===== src/design/lem_pkg.sv =====
// Shared types and constants of the list-mode event builder.
// No dependencies; imported by every module of the block.
`timescale 1ns / 1ps

package lem_pkg;

  localparam int NUM_DET      = 4;
  localparam int ADC_BITS_DEF = 16;
  localparam int Q_BITS       = 17;   // quotient bits of the Anger divider

  // register indexes on the config port
  localparam logic [2:0] CFG_WINDOW = 3'd0;
  localparam logic [2:0] CFG_GAIN_A = 3'd1;
  localparam logic [2:0] CFG_GAIN_B = 3'd2;
  localparam logic [2:0] CFG_GAIN_C = 3'd3;
  localparam logic [2:0] CFG_GAIN_D = 3'd4;
  localparam logic [2:0] CFG_EBASE  = 3'd5;
  localparam logic [2:0] CFG_TBASE  = 3'd6;
  localparam logic [2:0] CFG_ROLL   = 3'd7;

  localparam logic [15:0] RST_WINDOW = 16'd10;
  localparam logic [15:0] RST_GAIN_A = 16'd2383;
  localparam logic [15:0] RST_GAIN_B = 16'd2384;
  localparam logic [15:0] RST_GAIN_C = 16'd2380;
  localparam logic [15:0] RST_GAIN_D = 16'd2329;
  localparam logic [11:0] RST_EBASE  = 12'd64;
  localparam logic [11:0] RST_TBASE  = 12'd80;
  localparam logic [27:0] RST_ROLL   = 28'd26;

  // word codes
  localparam logic [31:0] DATA_MASK = 32'hc000_0000;
  localparam logic [31:0] SYNC_MASK = 32'hc0f0_0000;
  localparam logic [31:0] SYNC_CODE = 32'h8040_0000;
  localparam logic [31:0] PAD_WORD  = 32'h5e5e_5e5e;
  localparam logic [31:0] PAD_ONES  = 32'hffff_ffff;
  localparam logic [6:0]  SKIP_CARD = 7'd99;

  typedef enum logic [2:0] {
    ST_IDLE, ST_DECODE, ST_CHECK, ST_PREP, ST_START, ST_DIVIDE, ST_OUTPUT
  } state_t;

  typedef struct packed {
    logic load;
    logic decode;
    logic check;
    logic prep;
    logic div_start;
  } dp_cmd_t;

  typedef struct packed {
    logic is_hit;
    logic close;
    logic div_done;
  } dp_stat_t;

endpackage


===== src/design/lem_ctrl.sv =====
// Controller FSM of the list-mode event builder.
// Depends on lem_pkg; drives the datapath commands and the handshakes.
`timescale 1ns / 1ps

module lem_ctrl import lem_pkg::*; (
  input  logic     clk,
  input  logic     rst,
  input  logic     in_valid,
  input  logic     out_ready,
  input  dp_stat_t stat,
  output dp_cmd_t  cmd,
  output logic     in_ready,
  output logic     out_valid
);

  state_t state, state_next;

  always_ff @(posedge clk) begin
    if (rst) state <= ST_IDLE;
    else     state <= state_next;
  end

  always_comb begin
    state_next = state;
    cmd        = '0;
    in_ready   = 1'b0;
    out_valid  = 1'b0;
    case (state)
      ST_IDLE: begin
        in_ready = 1'b1;
        if (in_valid) begin
          cmd.load   = 1'b1;
          state_next = ST_DECODE;
        end
      end
      ST_DECODE: begin
        cmd.decode = 1'b1;
        state_next = stat.is_hit ? ST_CHECK : ST_IDLE;
      end
      ST_CHECK: begin
        cmd.check  = 1'b1;
        state_next = stat.close ? ST_PREP : ST_IDLE;
      end
      ST_PREP: begin
        cmd.prep   = 1'b1;
        state_next = ST_START;
      end
      ST_START: begin
        cmd.div_start = 1'b1;
        state_next    = ST_DIVIDE;
      end
      ST_DIVIDE: begin
        if (stat.div_done) state_next = ST_OUTPUT;
      end
      ST_OUTPUT: begin
        out_valid = 1'b1;
        if (out_ready) state_next = ST_IDLE;
      end
      default: state_next = ST_IDLE;
    endcase
  end

endmodule


===== src/design/lem_div.sv =====
// Radix-2 restoring divider for the Anger X and Y ratios, both in parallel.
// Depends on lem_pkg; one quotient bit per cycle, Q_BITS quotient bits.
`timescale 1ns / 1ps

module lem_div import lem_pkg::*; (
  input  logic               clk,
  input  logic               rst,
  input  logic               start,
  input  logic [26:0]        total,
  input  logic [25:0]        mag_x,
  input  logic               neg_x,
  input  logic [25:0]        mag_y,
  input  logic               neg_y,
  output logic               done,
  output logic signed [15:0] quot_x,
  output logic signed [15:0] quot_y
);

  localparam int CW = $clog2(Q_BITS + 1);

  logic [CW-1:0]     count;
  logic [27:0]       divisor;
  logic [27:0]       rem_x, rem_y;
  logic [Q_BITS-1:0] low_x, low_y, q_x, q_y;
  logic              sign_x, sign_y;
  logic [42:0]       num_x, num_y;
  logic [28:0]       try_x, try_y;
  logic              ge_x, ge_y;

  // numerator = mag*2^16 + total; divisor = 2*total
  assign num_x = {1'b0, mag_x, 16'b0} + {16'b0, total};
  assign num_y = {1'b0, mag_y, 16'b0} + {16'b0, total};
  assign try_x = {rem_x, low_x[Q_BITS-1]};
  assign try_y = {rem_y, low_y[Q_BITS-1]};
  assign ge_x  = try_x >= {1'b0, divisor};
  assign ge_y  = try_y >= {1'b0, divisor};

  always_ff @(posedge clk) begin
    if (rst) begin
      count <= '0;
    end else if (start) begin
      count <= CW'(Q_BITS);
    end else if (count != '0) begin
      count <= count - 1'b1;
    end
  end

  always_ff @(posedge clk) begin
    if (start) begin
      divisor <= {total, 1'b0};
      rem_x   <= {2'b0, num_x[42:Q_BITS]};
      rem_y   <= {2'b0, num_y[42:Q_BITS]};
      low_x   <= num_x[Q_BITS-1:0];
      low_y   <= num_y[Q_BITS-1:0];
      q_x     <= '0;
      q_y     <= '0;
      sign_x  <= neg_x;
      sign_y  <= neg_y;
    end else if (count != '0) begin
      rem_x <= ge_x ? 28'(try_x - {1'b0, divisor}) : try_x[27:0];
      rem_y <= ge_y ? 28'(try_y - {1'b0, divisor}) : try_y[27:0];
      low_x <= {low_x[Q_BITS-2:0], 1'b0};
      low_y <= {low_y[Q_BITS-2:0], 1'b0};
      q_x   <= {q_x[Q_BITS-2:0], ge_x};
      q_y   <= {q_y[Q_BITS-2:0], ge_y};
    end
  end

  // clamp to +32767 / -32768 and apply the sign
  function automatic logic [15:0] sat_sign(input logic [Q_BITS-1:0] q, input logic neg);
    logic [Q_BITS-1:0] s;
    s = q;
    if (!neg && s > Q_BITS'(32767)) s = Q_BITS'(32767);
    if (s > Q_BITS'(32768))         s = Q_BITS'(32768);
    return neg ? 16'(~s[15:0] + 16'd1) : s[15:0];
  endfunction

  assign done   = (count == '0);
  assign quot_x = sat_sign(q_x, sign_x);
  assign quot_y = sat_sign(q_y, sign_y);

endmodule


===== src/design/lem_dp.sv =====
// Datapath of the list-mode event builder: config registers, timestamp
// rebuild, event store, result registers. Depends on lem_pkg and lem_div.
`timescale 1ns / 1ps

module lem_dp import lem_pkg::*; #(
  parameter int ADC_BITS = ADC_BITS_DEF
) (
  input  logic               clk,
  input  logic               rst,
  input  logic               cfg_we,
  input  logic [2:0]         cfg_index,
  input  logic [27:0]        cfg_data,
  input  logic [31:0]        ts_low_word,
  input  logic [31:0]        data_word,
  input  dp_cmd_t            cmd,
  output dp_stat_t           stat,
  output logic [24:0]        energy_out [NUM_DET],
  output logic [63:0]        time_out   [NUM_DET],
  output logic signed [15:0] anger_x,
  output logic signed [15:0] anger_y,
  output logic [26:0]        anger_total,
  output logic               anger_valid
);

  // config
  logic [15:0] window_ticks;
  logic [15:0] gain [NUM_DET];
  logic [11:0] energy_base, time_base;
  logic [27:0] rollover_limit;

  always_ff @(posedge clk) begin
    if (rst) begin
      window_ticks   <= RST_WINDOW;
      gain[0]        <= RST_GAIN_A;
      gain[1]        <= RST_GAIN_B;
      gain[2]        <= RST_GAIN_C;
      gain[3]        <= RST_GAIN_D;
      energy_base    <= RST_EBASE;
      time_base      <= RST_TBASE;
      rollover_limit <= RST_ROLL;
    end else if (cfg_we) begin
      case (cfg_index)
        CFG_WINDOW: window_ticks   <= cfg_data[15:0];
        CFG_GAIN_A: gain[0]        <= cfg_data[15:0];
        CFG_GAIN_B: gain[1]        <= cfg_data[15:0];
        CFG_GAIN_C: gain[2]        <= cfg_data[15:0];
        CFG_GAIN_D: gain[3]        <= cfg_data[15:0];
        CFG_EBASE:  energy_base    <= cfg_data[11:0];
        CFG_TBASE:  time_base      <= cfg_data[11:0];
        CFG_ROLL:   rollover_limit <= cfg_data;
        default: ;
      endcase
    end
  end

  // input word
  logic [31:0] lo, dw;
  always_ff @(posedge clk) begin
    if (cmd.load) begin
      lo <= ts_low_word;
      dw <= data_word;
    end
  end

  // decode
  logic        is_pad, is_data, is_sync, bump;
  logic [27:0] low28;
  logic [11:0] ident;
  logic [47:0] cur_ts, hit_ts, prev_ts, ts_new;
  logic        roll_done;

  assign low28   = lo[27:0];
  assign ident   = dw[27:16];
  assign is_pad  = (lo == '0 && dw == '0) ||
                   (lo == PAD_WORD && (dw == PAD_WORD || dw == PAD_ONES));
  assign is_data = !is_pad && ((dw & DATA_MASK) == DATA_MASK) && ident[11:5] != SKIP_CARD;
  assign is_sync = !is_pad && ((dw & SYNC_MASK) == SYNC_CODE);
  assign bump    = (low28 <= rollover_limit) && !roll_done;
  assign ts_new  = {bump ? 20'(cur_ts[47:28] + 20'd1) : cur_ts[47:28], low28};

  always_ff @(posedge clk) begin
    if (rst) begin
      cur_ts    <= '0;
      roll_done <= 1'b0;
    end else if (cmd.decode) begin
      if (is_data) begin
        cur_ts <= ts_new;
        if (bump) roll_done <= 1'b1;
      end else if (is_sync) begin
        cur_ts    <= {dw[19:0], low28};
        roll_done <= 1'b0;
      end
    end
  end

  always_ff @(posedge clk) begin
    if (cmd.decode) hit_ts <= ts_new;
  end

  // event close and hit store
  logic        close;
  logic [47:0] gap;
  logic [11:0] e_off, t_off;
  logic        e_hit, t_hit;
  logic [1:0]  e_sel, t_sel;
  logic [31:0] prod;
  logic [32:0] prod_rnd;
  logic [15:0] adc_m;
  logic [63:0] hit_time;
  logic [24:0] ev_energy [NUM_DET];
  logic [63:0] ev_time   [NUM_DET];
  logic [NUM_DET-1:0] e_seen, t_seen, e_seen_eff, t_seen_eff;

  assign gap   = hit_ts - prev_ts;
  assign close = (hit_ts >= prev_ts) && (gap >= {32'b0, window_ticks});
  assign e_off = ident - energy_base;
  assign t_off = ident - time_base;
  assign e_hit = (ident >= energy_base) && (e_off < 12'd4);
  assign t_hit = !e_hit && (ident >= time_base) && (t_off < 12'd4);
  assign e_sel = e_off[1:0];
  assign t_sel = t_off[1:0];
  assign adc_m = 16'(dw[ADC_BITS-1:0]);
  assign prod     = adc_m * gain[e_sel];
  assign prod_rnd = {1'b0, prod} + 33'd64;
  // ts*40960 + tock*8192 + tick, and tock:tick is the whole ADC field
  assign hit_time = ({16'b0, hit_ts} << 15) + ({16'b0, hit_ts} << 13) + {48'b0, dw[15:0]};
  assign e_seen_eff = close ? '0 : e_seen;
  assign t_seen_eff = close ? '0 : t_seen;

  always_ff @(posedge clk) begin
    if (rst) begin
      prev_ts <= '0;
      e_seen  <= '0;
      t_seen  <= '0;
    end else if (cmd.check) begin
      prev_ts <= hit_ts;
      e_seen  <= e_seen_eff;
      t_seen  <= t_seen_eff;
      if (e_hit && !e_seen_eff[e_sel]) e_seen[e_sel] <= 1'b1;
      if (t_hit && !t_seen_eff[t_sel]) t_seen[t_sel] <= 1'b1;
    end
  end

  always_ff @(posedge clk) begin
    if (cmd.check) begin
      if (e_hit && !e_seen_eff[e_sel]) ev_energy[e_sel] <= prod_rnd[31:7];
      if (t_hit && !t_seen_eff[t_sel]) ev_time[t_sel]   <= hit_time;
      if (close) begin
        for (int i = 0; i < NUM_DET; i++) begin
          energy_out[i] <= e_seen[i] ? ev_energy[i] : '0;
          time_out[i]   <= t_seen[i] ? ev_time[i]   : '0;
        end
      end
    end
  end

  // Anger sums
  logic [25:0] s_bd, s_ac, s_cd, s_ab;
  logic [26:0] total_r;
  logic [25:0] mag_x, mag_y;
  logic        neg_x, neg_y;

  assign s_bd = {1'b0, energy_out[1]} + {1'b0, energy_out[3]};
  assign s_ac = {1'b0, energy_out[0]} + {1'b0, energy_out[2]};
  assign s_cd = {1'b0, energy_out[2]} + {1'b0, energy_out[3]};
  assign s_ab = {1'b0, energy_out[0]} + {1'b0, energy_out[1]};

  always_ff @(posedge clk) begin
    if (cmd.prep) begin
      total_r <= {1'b0, s_bd} + {1'b0, s_ac};
      neg_x   <= s_bd < s_ac;
      mag_x   <= (s_bd < s_ac) ? s_ac - s_bd : s_bd - s_ac;
      neg_y   <= s_cd < s_ab;
      mag_y   <= (s_cd < s_ab) ? s_ab - s_cd : s_cd - s_ab;
    end
  end

  logic signed [15:0] q_x, q_y;
  logic               div_done;

  lem_div u_div (
    .clk    (clk),
    .rst    (rst),
    .start  (cmd.div_start),
    .total  (total_r),
    .mag_x  (mag_x),
    .neg_x  (neg_x),
    .mag_y  (mag_y),
    .neg_y  (neg_y),
    .done   (div_done),
    .quot_x (q_x),
    .quot_y (q_y)
  );

  assign anger_total = total_r;
  assign anger_valid = total_r != '0;
  assign anger_x     = anger_valid ? q_x : '0;
  assign anger_y     = anger_valid ? q_y : '0;

  assign stat.is_hit   = is_data;
  assign stat.close    = close;
  assign stat.div_done = div_done;

endmodule


===== src/design/list_mode_event_builder_top.sv =====
// Top level of the list-mode event builder with Anger logic.
// Depends on lem_pkg, lem_ctrl and lem_dp.
//
//  channel   | dir | handshake          | payload
//  ----------+-----+--------------------+----------------------------------
//  s_axis    | in  | tvalid / tready    | tdata: list-mode word (64 bits)
//  m_axis    | out | tvalid / tready    | tdata: event (416), tuser: valid
//  cfg       | in  | cfg_we             | cfg_index, cfg_data (28 bits)
//
// One word at a time. Padding, sync and skipped words go from accept through
// decode back to ready; a hit that opens no new event also passes the check.
// A hit that closes an event adds the prep and start states and the
// bit-serial Anger divider (17 quotient bits, until its done flag), then
// offers the event until m_axis_tready.
// s_axis_tready is low while an event waits on m_axis.
// rst is synchronous, active high; it restores the register defaults and
// clears the timestamp and event state.
`timescale 1ns / 1ps

module list_mode_event_builder_top import lem_pkg::*; #(
  parameter int ADC_BITS = ADC_BITS_DEF
) (
  input  logic         clk,
  input  logic         rst,
  input  logic         s_axis_tvalid,
  output logic         s_axis_tready,
  input  logic [63:0]  s_axis_tdata,   // ts_low_word[31:0], data_word[63:32]
  output logic         m_axis_tvalid,
  input  logic         m_axis_tready,
  // energy_a..d [99:0] (25 each), time_a..d [355:100] (64 each),
  // anger_x [371:356], anger_y [387:372], anger_total [414:388], zero [415]
  output logic [415:0] m_axis_tdata,
  output logic [0:0]   m_axis_tuser,   // anger_valid[0]
  input  logic         cfg_we,
  input  logic [2:0]   cfg_index,
  input  logic [27:0]  cfg_data
);

  dp_cmd_t  cmd;
  dp_stat_t stat;

  logic [24:0]        energy [NUM_DET];
  logic [63:0]        hit_tm [NUM_DET];
  logic signed [15:0] anger_x, anger_y;
  logic [26:0]        anger_total;
  logic               anger_valid;

  // sequencer: one beat in, work through decode / check / divide, one beat out
  lem_ctrl u_ctrl (
    .clk       (clk),
    .rst       (rst),
    .in_valid  (s_axis_tvalid),
    .out_ready (m_axis_tready),
    .stat      (stat),
    .cmd       (cmd),
    .in_ready  (s_axis_tready),
    .out_valid (m_axis_tvalid)
  );

  lem_dp #(.ADC_BITS(ADC_BITS)) u_dp (
    .clk         (clk),
    .rst         (rst),
    .cfg_we      (cfg_we),
    .cfg_index   (cfg_index),
    .cfg_data    (cfg_data),
    .ts_low_word (s_axis_tdata[31:0]),
    .data_word   (s_axis_tdata[63:32]),
    .cmd         (cmd),
    .stat        (stat),
    .energy_out  (energy),
    .time_out    (hit_tm),
    .anger_x     (anger_x),
    .anger_y     (anger_y),
    .anger_total (anger_total),
    .anger_valid (anger_valid)
  );

  // result beat; all fields come from registers held until the beat is taken
  assign m_axis_tdata = {1'b0, anger_total, anger_y, anger_x,
                         hit_tm[3], hit_tm[2], hit_tm[1], hit_tm[0],
                         energy[3], energy[2], energy[1], energy[0]};
  assign m_axis_tuser = anger_valid;

endmodule


===== config.mk =====
export PLATFORM = sky130hd
export DESIGN_NAME = list_mode_event_builder_top
export DESIGN_NICKNAME = d
export VERILOG_FILES = /design/src/design/lem_pkg.sv /design/src/design/lem_ctrl.sv /design/src/design/lem_div.sv /design/src/design/lem_dp.sv /design/src/design/list_mode_event_builder_top.sv
export SDC_FILE = /design/constraint.sdc
export NUM_CORES = 2
export LEC_CHECK = 0
export BUFFER_PORTS_ARGS = -buffer_cell sky130_fd_sc_hd__buf_4
export CAP_MARGIN = 20
export CORE_MARGIN = 2
export CORE_UTILIZATION = 55
export CTS_CLUSTER_SIZE = 30
export DETAILED_ROUTE_END_ITERATION = 6
export GPL_TIMING_DRIVEN = 0
export HOLD_SLACK_MARGIN = 0.05
export PLACE_DENSITY = 0.78
export REMOVE_ABC_BUFFERS = 1
export SLEW_MARGIN = 20
export SYNTH_ARGS = -nofsm -noshare
export SYNTH_HDL_FRONTEND = slang
export SYNTH_SLANG_ARGS = --single-unit

===== constraint.sdc =====
create_clock -name clk -period 38.5 [get_ports clk]
set_input_delay 5.775 -clock clk [delete_from_list [all_inputs] [get_ports clk]]
set_output_delay 5.775 -clock clk [all_outputs]
set_load 0.03 [all_outputs]

==> results.md <==
- Top-count cell post-synth: edfxtp_1
- Most frequent cells after synthesis: edfxtp_1, nand2_1, ha_1, inv_1, and2_1
- Die area: 142500 um2
- CTS tree: built
- Placement row count: 137
- Hold WC Path Type: reg2reg
- Max Clk Rate: between 80 and 90 MHz
- DR vias/cell: 5.911
- Worst setup path class: reg2out
- RSZ-0062 raised after global routing: false
- CP arrival: 5360 ps
- Nets: slightly below 9000
- Post-route DRC: 0
- Synth area leader: edfxtp_1
- Clock buffer depth: 3
- Yosys warning count: 0
- GRT overflow: 0
- Pleak: 36.31 nW
- Min cycle time layout: 11130 ps
- Initial antenna violation count: 8
- Final period util: 0.2891
- Status: completed
- Clock sink total: 1258
- Clk slew on worst S/H paths: 60 ps
- Starting density of the core: 0.5518
- Worst endpoint required time: about 33000 ps
- Final hold violations: 0
- Reg-to-Reg End: u_dp.ev_energy[0][24]
- Max Clock Skew: between 30 and 40 ps
- Worst Hold End: u_dp.u_div.sign_x
- VDD IR-drop max: 0.1649 mV
- I/O Pins: 519
- Setup TNS: 0 ps
- CP Launch Type: flop
- Ys async rst share: 0
- First-pass iteration count of the detailed router: 6
- Post-layout util: 0.6369
- Iteration-0 DRC Markers: 5198
- Post-route ant nets: 0
- Share of cells above drive strength 1: 0.1198
- Seq cells post-synth: 1258
- Post-CTS Hold Buffers: 0
- Synth Area per Inst: 10.55 um2
- Synth area leaders: edfxtp_1, ha_1, fa_1, dfxtp_1, and2_1
- Power per cell area: approximately 69 nW/um2
- Sequential-to-total area share from yosys stat: 0.4675
- Slew HR: 0.2023
- Fillers: between 10000 and 15000
- Cell count after synthesis: 7274
- Worst Max-Slew Pin Slew: roughly 1200 ps
- Clock Latency Late Sink: 790 ps
- Hold WS: 441.7 ps
- Flop-to-flop setup slack: 29050 ps
- Cts bufs inserted: 135
- Final setup violating endpoints: 0
- Clock root cell: clkbuf_16
- Final Wtd Congestion: 0.9586
- Critical Path End Type: output pin
- Yosys cell types: 88
- Area Growth Syn to Fin: 15.43%
- FF+latch area: approximately 36000 um2
- Global-route wire length before repair: 330.5 mm
- Dpl hpwl: roughly 170 mm
- Reg-to-reg critical path startpoint: u_dp.dw[16]
- Pwr Total: 0.006135 W
- Hold Crit Start: u_dp.neg_x
- Largest net degree at the start of global routing: 80
- Drt wl/cell: 22.60 um
- Synthesized area: 76710 um2
- Total core area: around 140000 um2
- Synth top area share: 0.4177
- CP Max Fanout: 27
- Max-Cap Viols: 0
- R2R depth: 30
- Drt total wl: approximately 220 mm
- Post-CTS setup buffer count: 0
- Post-cts sizing count: 0
- Hold path cells: 0
- GRT Total Usage: 0.3038
- Die Height: 377.5 um
- Vias in the first global route: 56200
- Multi-input combinational cell area: 37750 um2
- Fin. max-slew vios: 0
- Port bufs: 517
- CTS H-tree depth: 4
- Dominant synthesized flop cell: edfxtp_1
- Via count of the routed design: roughly 58000
- Number of synthesized flops with an enable pin: 1067
- Die W: 377.5 um
==> cell families after synthesis <==
family,after synthesis,share of synthesized area
compound gates,1489,0.1235
other cells,1,0.00004889
simple gates,2341,0.1521
buf+inv,904,0.04464
xor+xnor,367,0.04190
fa+ha+maj,844,0.1584
flops,1258,0.4675
mux,70,0.01181
==> cells in the final DEF (no fill, tap or decap), types with 28 or more instances in the layout <==
master | Yosys | final
a211oi_1 | 59 | 58
a21o_1 | 156 | 156
a21oi_1 | 533 | 533
a31oi_1 | 48 | 47
and2_1 | 543 | 542
and3_1 | 56 | 55
buf_16 | 0 | 33
buf_4 | 2 | 524
buf_6 | 2 | 36
clkbuf_1 | 241 | 30
clkbuf_16 | 0 | 138
dfxtp_1 | 191 | 183
edfxtp_1 | 1067 | 1067
fa_1 | 212 | 211
ha_1 | 632 | 631
inv_1 | 632 | 631
mux2i_1 | 50 | 50
nand2_1 | 768 | 767
nand2b_1 | 82 | 81
nand3_1 | 82 | 82
nand4_1 | 69 | 69
nor2_1 | 381 | 377
nor2b_1 | 53 | 52
nor3_1 | 134 | 130
nor4_1 | 39 | 38
o211ai_1 | 36 | 36
o21a_1 | 63 | 63
o21ai_0 | 246 | 243
o21bai_1 | 67 | 67
o31ai_1 | 30 | 29
or3_1 | 29 | 28
xnor2_1 | 250 | 250
xor2_1 | 117 | 117
==> flip-flops by register name (all words and copies together), names as in the netlist, 27 cells and up <==
signal               count
u_dp.hit_ts             48
u_dp.u_div.rem_y        28
u_dp.dw                 32
u_dp.ev_time           256
u_dp.u_div.rem_x        28
u_dp.prev_ts            48
u_dp.lo                 32
u_dp.time_out          256
u_dp.u_div.divisor      27
u_dp.energy_out        100
u_dp.gain               64
u_dp.rollover_limit     28
u_dp.ev_energy         100
==> metrics by stage <==
| step | std cells | setup slack, ps | instance area [um2] |
|---|---|---|---|
| after floorplan | 7003 | 7819 | 75660 |
| final | 9756 | 27370 | 88550 |
| after global placement | 9396 | -4573 | 81890 |
| after CTS | 9753 | 27400 | 88480 |
| after global routing | 9755 | 27060 | 88540 |
| after detailed placement | 9504 | 28220 | 84010 |
==> routing by layer <==
layer	track usage	share of wire	wire (um)
met5	0	0.000041	9
met4	0.1156	0.039	8679
met3	0.05186	0.084	18460
met2	0.4806	0.46	100300
met1	0.4194	0.42	93010
==> critical path, stage by stage (launching register included) <==
cell      delay, ps
edfxtp_1        890
nor2_1          370
or4_4           510
or3_4           360
or4_4           510
a21o_1          330
nand2_2         150
o21ai_0         200
ha_1            400
o21ai_2         140
nand2_1         150
o22ai_1         220
a21oi_1          70
nor2_1          110
buf_4           170
==> how the worst max path moves through the flow <==
stage	startpoint	to	slack [ps]	cells after the start
2_1_floorplan	u_dp.hit_ts[0]	u_dp.energy_out[0]	7820	22
3_3_place_gp	u_dp.hit_ts[0]	u_dp.time_out[123]	-4570	14
3_5_place_dp	u_dp.u_div.sign_x	m_axis_tdata[368]	28220	14
4_1_cts	u_dp.u_div.sign_x	m_axis_tdata[368]	27400	14
5_1_grt	u_dp.u_div.sign_x	m_axis_tdata[368]	27060	14
6_report	u_dp.u_div.sign_x	m_axis_tdata[368]	27370	14
==> area by class of cell <==
class                           instances  area share
Clock buffer                          171     0.04074
Clock inverter                         78    0.009778
Timing Repair Buffer                  627     0.06452
Sequential cell                      1258      0.4053
Tap cell                             1876     0.02651
Multi-Input combinational cell       5112      0.4263
Antenna cell                            1  0.00002826
Inverter                              633     0.02689
==> power breakdown <==
part           internal (W)  total [W]  switching (W)
logic               0.00106    0.00275        0.00170
clock network      0.000754    0.00132       0.000562
registers           0.00199    0.00207      0.0000760
total               0.00380    0.00614        0.00233
(Power assumes the default switching activity.)
